**config.mk**
```make
export PLATFORM = sky130hd
export DESIGN_NAME = dmwb_ctrl
export DESIGN_NICKNAME = d
export VERILOG_FILES = /design/src/rtl/assert_macros.svh /design/src/rtl/dmwb_pkg.sv /design/src/rtl/dmwb_ctrl.sv
export SDC_FILE = /design/constraint.sdc
export NUM_CORES = 1
export LEC_CHECK = 0
export BUFFER_PORTS_ARGS = -buffer_cell sky130_fd_sc_hd__clkbuf_2
export CAP_MARGIN = 25
export CORE_MARGIN = 4
export CORE_UTILIZATION = 40
export DETAILED_ROUTE_END_ITERATION = 8
export GPL_TIMING_DRIVEN = 0
export MAX_ROUTING_LAYER = met4
export PLACE_DENSITY = 0.67
export SLEW_MARGIN = 0
export SYNTH_ARGS = -nofsm -noshare
export SYNTH_HDL_FRONTEND = slang
export SYNTH_SLANG_ARGS = --single-unit
```
**constraint.sdc**
```tcl
create_clock -name clk -period 2.9 [get_ports clk]
set_input_delay 0 -clock clk [delete_from_list [all_inputs] [get_ports clk]]
set_output_delay 0 -clock clk [all_outputs]
set_load 0.03 [all_outputs]
```
**src/rtl/assert_macros.svh**
```systemverilog
// ----------------------------------------------------------------------------
// assert_macros.svh
// Concurrent assertion shorthands, clocked and reset-qualified.
// ----------------------------------------------------------------------------
`ifndef ASSERT_MACROS_SVH
`define ASSERT_MACROS_SVH

// Check that cons holds in the same cycle as ante.
`define ASSERT_SAME(label, clk, rst_n, ante, cons, msg) \
	label: assert property (@(posedge clk) disable iff (!(rst_n)) (ante) |-> (cons)) \
		else $error(msg);

// Check that cons holds in the cycle after ante.
`define ASSERT_NEXT(label, clk, rst_n, ante, cons, msg) \
	label: assert property (@(posedge clk) disable iff (!(rst_n)) (ante) |=> (cons)) \
		else $error(msg);

`endif

```
**src/rtl/dmwb_pkg.sv**
```systemverilog
// ----------------------------------------------------------------------------
// dmwb_pkg
// Shared types and constants of the direct-mapped write-back cache controller.
// ----------------------------------------------------------------------------
`timescale 1ns / 1ps
`default_nettype none

package dmwb_pkg;

	localparam int unsigned WORD_W         = 32;
	localparam int unsigned ADDR_W         = 32;
	localparam int unsigned OFFSET_W       = 4;              // byte offset inside a block
	localparam int unsigned BLK_W          = ADDR_W - OFFSET_W;
	localparam int unsigned WORDS          = 4;
	localparam int unsigned WOFF_W         = 2;
	localparam int unsigned WOFF_LSB       = 2;
	localparam int unsigned LINE_COUNT_DEF = 1024;

	// ctrl_state codes seen on the result channel
	localparam logic [1:0] CODE_IDLE      = 2'd0;
	localparam logic [1:0] CODE_COMPARE   = 2'd1;
	localparam logic [1:0] CODE_WRITEBACK = 2'd2;
	localparam logic [1:0] CODE_ALLOCATE  = 2'd3;

	typedef struct packed {
		logic                cpu_valid;
		logic                func;
		logic [ADDR_W-1:0]   cpu_address;
		logic [WORD_W-1:0]   cpu_write_data;
		logic                mem_ready;
		logic [WORD_W-1:0]   mem_read_word0;
		logic [WORD_W-1:0]   mem_read_word1;
		logic [WORD_W-1:0]   mem_read_word2;
		logic [WORD_W-1:0]   mem_read_word3;
	} req_t;

	typedef struct packed {
		logic                cpu_ready;
		logic [WORD_W-1:0]   cpu_read_data;
		logic                mem_valid;
		logic                mem_write;
		logic [ADDR_W-1:0]   mem_address;
		logic [WORD_W-1:0]   mem_write_word0;
		logic [WORD_W-1:0]   mem_write_word1;
		logic [WORD_W-1:0]   mem_write_word2;
		logic [WORD_W-1:0]   mem_write_word3;
		logic [1:0]          ctrl_state;
	} rsp_t;

	// One line's bookkeeping; the full block number stands in for the tag.
	typedef struct packed {
		logic               valid;
		logic               dirty;
		logic [BLK_W-1:0]   blk;
	} meta_t;

	// Controller to datapath
	typedef struct packed {
		logic        take;
		logic        clear_wr;
		logic        read_en;
		logic        latch;
		logic        hit_load;
		logic        hit_store;
		logic        wb_start;
		logic        wb_wait;
		logic        wb_done;
		logic        alloc_start;
		logic        alloc_wait;
		logic        alloc_fill;
		logic [1:0]  next_code;
	} cmd_t;

	// Datapath to controller
	typedef struct packed {
		logic hit;
		logic victim_dirty;
		logic store;
		logic idx_done;
		logic clear_last;
	} status_t;

endpackage

`default_nettype wire

```
**src/rtl/dmwb_ctrl.sv**
```systemverilog
// ----------------------------------------------------------------------------
// dmwb_ctrl
// Controller: cache state machine, access sequencer and channel handshakes.
// ----------------------------------------------------------------------------
`timescale 1ns / 1ps
`default_nettype none

module dmwb_ctrl (
	input  wire logic               clk,
	input  wire logic               arst_n,
	input  wire logic               req_valid,
	output logic                    req_ready,
	input  wire logic               cpu_valid,
	input  wire logic               mem_ready,
	output logic                    rsp_valid,
	input  wire logic               rsp_ready,
	input  wire dmwb_pkg::status_t  st,
	output dmwb_pkg::cmd_t          cmd
);
	import dmwb_pkg::*;

	typedef enum logic [3:0] {
		CS_IDLE      = 4'b0001,
		CS_COMPARE   = 4'b0010,
		CS_WRITEBACK = 4'b0100,
		CS_ALLOCATE  = 4'b1000
	} cstate_t;

	typedef enum logic [3:0] {
		PH_CLEAR  = 4'b0001,
		PH_READ   = 4'b0010,
		PH_LOOKUP = 4'b0100,
		PH_INDEX  = 4'b1000
	} phase_t;

	cstate_t cs_q, cs_d;
	phase_t  ph_q, ph_d;
	logic    rsp_valid_q;
	logic    take;

	function automatic logic [1:0] code_of(cstate_t s);
		logic [1:0] c;
		unique case (s)
			CS_IDLE:      c = CODE_IDLE;
			CS_COMPARE:   c = CODE_COMPARE;
			CS_WRITEBACK: c = CODE_WRITEBACK;
			CS_ALLOCATE:  c = CODE_ALLOCATE;
			default:      c = CODE_IDLE;
		endcase
		return c;
	endfunction

	assign req_ready = (ph_q == PH_LOOKUP) && (!rsp_valid_q || rsp_ready);
	assign take      = req_valid && req_ready;
	assign rsp_valid = rsp_valid_q;

	always_comb begin
		cmd      = '0;
		cmd.take = take;
		cs_d     = cs_q;
		ph_d     = ph_q;
		unique case (ph_q)
			PH_CLEAR: begin
				cmd.clear_wr = 1'b1;
				if (st.clear_last) begin
					ph_d = PH_READ;
				end
			end
			PH_READ: begin
				cmd.read_en = 1'b1;
				ph_d        = PH_LOOKUP;
			end
			PH_LOOKUP: begin
				if (take) begin
					unique case (cs_q)
						CS_IDLE: begin
							if (cpu_valid) begin
								cmd.latch = 1'b1;
								cs_d      = CS_COMPARE;
							end
						end
						CS_COMPARE: begin
							if (st.hit) begin
								cmd.hit_load  = !st.store;
								cmd.hit_store = st.store;
								cs_d          = CS_IDLE;
							end else if (st.victim_dirty) begin
								cmd.wb_start = 1'b1;
								cs_d         = CS_WRITEBACK;
							end else begin
								cmd.alloc_start = 1'b1;
								cs_d            = CS_ALLOCATE;
							end
						end
						CS_WRITEBACK: begin
							if (mem_ready) begin
								cmd.wb_done = 1'b1;
								cs_d        = CS_ALLOCATE;
							end else begin
								cmd.wb_wait = 1'b1;
							end
						end
						CS_ALLOCATE: begin
							if (mem_ready) begin
								cmd.alloc_fill = 1'b1;
								cs_d           = CS_COMPARE;
							end else begin
								cmd.alloc_wait = 1'b1;
							end
						end
						default: cs_d = CS_IDLE;
					endcase
					// re-read the line after any step that may have touched it
					if (cmd.latch) begin
						ph_d = PH_INDEX;
					end else if (cs_q != CS_IDLE) begin
						ph_d = PH_READ;
					end
				end
			end
			PH_INDEX: begin
				if (st.idx_done) begin
					ph_d = PH_READ;
				end
			end
			default: ph_d = PH_CLEAR;
		endcase
		cmd.next_code = code_of(cs_d);
	end

	always_ff @(posedge clk or negedge arst_n) begin
		if (!arst_n) begin
			cs_q        <= CS_IDLE;
			ph_q        <= PH_CLEAR;
			rsp_valid_q <= 1'b0;
		end else begin
			cs_q <= cs_d;
			ph_q <= ph_d;
			if (take) begin
				rsp_valid_q <= 1'b1;
			end else if (rsp_ready) begin
				rsp_valid_q <= 1'b0;
			end
		end
	end

endmodule

`default_nettype wire

```
Word level (Yosys, flattened, before mapping). Cells that the tools add are included.

Flip-flop bits (word level): 9. Input port bits: 11. Output and inout port bits: 16. Logic and storage cells: 62.

Equality and inequality tests: 16. Mux-type cells: 36. Reductions and logical operators: 7.

Operators by type and width (number): 4-bit two-way mux (12); 4-bit one-hot mux with 4 select lines (2); 9-bit two-way mux (2); 1-bit two-way mux (15); 4-bit by 2-bit equality test with 1-bit output, second input constant (3); 4-bit by 3-bit equality test with 1-bit output, second input constant (3); 4-bit equality test, second input constant (3); 4-bit by 1-bit equality test with 1-bit output, second input constant (2); 2-bit two-way mux (3); 2-bit != test, second input constant (3); 2-bit one-hot mux with 3 select lines (1); 4-bit by 1-bit != test with 1-bit output, second input constant (1); 4-bit AND reduction (1); 3-bit two-way mux (1); 3-bit by 1-bit != test with 1-bit output, second input constant (1); 1-bit logical AND (2); 1-bit logical NOT (2); 2-bit nonzero test (1); 1-bit logical OR (1).

Logic depth before layout (Yosys ltp).
Depth after elaboration: 9. Gate-level depth with buffers: 7. Gate-level depth less buffers: 6.

Worst setup path after synthesis. OpenSTA, ideal clock, no wires.

Path type: register to output. Start point: register ph_q[0]. End point: output cmd[0] (netlist name). Arrival: 2441 ps. Data required time: 2900 ps. Path slack: 459 ps. Stages on the path, launching flop included: 8. Buffers on the path: 2. Path through: dfstp_2 -> buf_6 -> nor4b_4 -> nand3_4 -> buf_6 -> nor2_1 -> nor2_1 -> nor3_1.

RTL lines: start: declaration (RTL line dmwb_ctrl.sv:37) `phase_t ph_q, ph_d;`; start signal: assignment (RTL line dmwb_ctrl.sv:138) `ph_q <= ph_d;`; end: declaration (RTL line dmwb_ctrl.sv:18) `output dmwb_pkg::cmd_t cmd`.

==> flow_summary.toml <==
[sta]
period_share = 0.7923
slew_violations = 0
finalSetupTns_ns = 0
clock_skew_ns = 0.002972
finalHoldViolations = 0
worst_slew_pin_slew_ns = 0.3478
maxSlewHeadroom = 0.7621
rsz0062_at_grt = "no"
finalCriticalPeriod_ns = 2.298
setup_ws_ns = 0.6023
finalSetupViolCount = 0
fmax_mhz = 435.2

[placed_design]
portBuffers = 26
place_inst = 129
placed_area_um2 = 877.1
place.gp.congestion = 0.8341
pre_cts_ws_ns = 0.8730
dpl.hpwl_um = 1314

[synth]
ys_ff_latch = 9
yosysWarnings = 0
synth_top_cell_by_area = "dfrtp_1"
seq_area_frac_synth = 0.3182
syn_nets = 89
synth_area_um2 = 715.7
ys_types = 37
syn_inst = 78
synth_top_area_frac = 0.2448
synthTopCellsByArea = "dfrtp_1, dfstp_2, a21oi_1"
avgSynthCellArea_um2 = 9.175

[global_routing]
antenna_found_initial = 0
grt_pass1_vias = 659
grt-ovfl-total = 0
grt_start_max_net_pins = 11
gr-usage-all-layers = 0.1455
grt_pass1_wl_um = 2842

[pwr]
p_leak_nw = 0.4275
power_per_cell_area_nw_per_um2 = 650.8
power_uw = 601.7
ir_drop_uv = 501.6

[critical_path]
cp_cell_sequence = "buf_6 > nor4b_4 > nand3_4 > buf_6 > a211o_4 > xor2_1 > nor3_2 > clkbuf_2"
path_class = "reg -> out"
cp_top_family = "simple AND/OR/NAND/NOR gates"
cp_slowest_stage_delay_ns = 0.36
crit_buf_inv = 3
crit_cells = 8
startpoint_type = "register"
critPathArrivalTime_ns = 2.30
critical_path_required_ns = 2.90
crit_path_top_delay_cell = "dfstp_2"
crit_path_frequent_cell = "buf_6"
crit_path_end_kind = "output port"
cp_max_fo = 10
ff2ff_path_depth = 6

[final_layout]
num-fill-cells = 181
layout-drive-gt1-share = 0.4455
mostFrequentLayoutCells = "clkbuf_2, nor2_1, a21oi_1"
final_net_count = 122
final_common_cell = "clkbuf_2"
diodes = 0
instances_no_fill = 135
area_delta_synth_final_pct = 29.20
fin_area_um2 = 924.6

[floorplanning]
die_area_um2 = 2530
initial_core_util = 0.4190
die_h_um = 50.30
core-area_um2 = 1708
dieWidth_um = 50.30
rows = 15
ioPinCount = 27

[clocking]
clock_sinks = 9
cts_resized = 0
cts_buffers = 3
clock_latency_ns = 0.26
cts.path.max_buffers = 2
htree_levels = 1
cts_tree = "yes"
clk_pin_slew_ns = 0.06
clock-root-buffer = "clkbuf_4"

[route]
drt_pre_antenna_iters = 4
vias = 694
route.detailed.drc = 0
postRouteAntennaNets = 0
drtIter0Drc = 12
vias_per_cell = 5.141
post_drt_wl_per_cell_um = 12.02
drt-total-wl_um = 1623

[worst_hold_path]
min_path_type = "in -> reg"
min_path_cells = 3

[run_status]
outcome = "complete, no violations"

[job]
maxCapViolations = 0
-- worst register-to-register path, cell delays in order, from the launching register on --
cell	delay, ns
dfstp_2	0.36
buf_6	0.12
nor4b_4	0.36
nand3_4	0.16
buf_6	0.17
o21ai_0	0.24
nor3b_1	0.24
-- cell families (layout without fill, tap and decap cells) --
family          after synthesis  in the layout  synth area share
compound gates               16             16            0.1486
xor+xnor                      2              2           0.02448
buf+inv                       8             40           0.06819
flops                         9              9            0.3182
mux                           2              2           0.02972
simple gates                 41             41            0.4108
-- area by class of cell --
class / instances / area, um2 / area share
multi-input combinational: 61 / 439.2 / 0.4750
sequential: 9 / 227.7 / 0.2463
timing repair buffer: 28 / 150.1 / 0.1624
tap: 25 / 31.28 / 0.03383
buffer: 3 / 30.03 / 0.03248
clock buffer: 3 / 22.52 / 0.02436
inverter: 5 / 18.77 / 0.02030
clock inverter: 1 / 5.005 / 0.005413
-- what timing repair did --
item	4_1_cts	5_1_grt
hold endpoints to repair	10	0
setup buffers	0	0
hold buffers	2	0
setup endpoints to repair	0	0
-- final timing paths --
| path | start | end | slack (ns) |
|---|---|---|---|
| setup / recovery | ph_q[0] | cmd[1] | 0.60 |
| setup reg to reg | ph_q[0] | ph_q[1] | 1.15 |
| hold reg to reg | cs_q[0] | cs_q[0] | 0.60 |
| max in group asynchronous | arst_n | cs_q[0] | 2.53 |
| hold / removal | st[1] | ph_q[3] | 0.007 |
| min in group asynchronous | arst_n | ph_q[2] | 0.12 |
-- state kept, by name (all words and copies together), names as in the netlist --
register and cells:
cs_q 4, ph_q 4, rsp_valid 1
-- layer usage --
| metal | global-route usage | vias up | share of wire |
|---|---|---|---|
| met1 | 0.1846 | 326 | 0.46 |
| met3 | 0.04748 | 0 | 0.062 |
| met5 | - | - | 0 |
| met4 | 0.01345 | 0 | 0 |
| met2 | 0.2348 | 18 | 0.47 |
| li1 | - | 350 | - |
-- cells in the mapped netlist --
master,n
o32ai_1,1
nor2b_1,1
nor3b_1,2
o22ai_1,1
nor4_2,1
nor3_2,1
nand3_4,1
a211o_4,1
and3_2,1
or2_2,1
a21oi_1,8
nor2_1,9
nor3_1,1
buf_4,1
dfstp_2,2
nor4b_2,1
dfrtp_1,7
buf_6,2
nand3_1,1
or2b_4,1
nor4_1,5
nor4b_4,1
a31oi_1,1
o21ai_0,2
a21o_2,1
inv_1,5
nand2b_1,5
and2_2,1
xor2_1,2
nand2_1,2
nand3b_1,3
mux2_2,1
or3_2,1
mux2i_1,1
or2b_2,1
a2111oi_0,1
nor4b_1,1
-- per-stage QoR --
| stage | utilization | hold WS [ns] |
|---|---|---|
| final | 0.5414 | 0.007437 |
| after CTS | 0.5414 | 0.005455 |
| after global placement | 0.5136 | -0.1361 |
| after detailed placement | 0.5136 | -0.1338 |
| after floorplan | - | -0.2956 |
| after global routing | 0.5414 | 0.01062 |
-- report_power, final --
group / leakage (nW) / internal [mW] / total [mW] / switching [mW]
logic: 0.293 / 0.124 / 0.296 / 0.172
registers: 0.117 / 0.168 / 0.209 / 0.0415
clock network: 0.0177 / 0.0509 / 0.0971 / 0.0462
total: 0.427 / 0.342 / 0.602 / 0.260
Note: power is estimated with default switching activity, not from simulation.
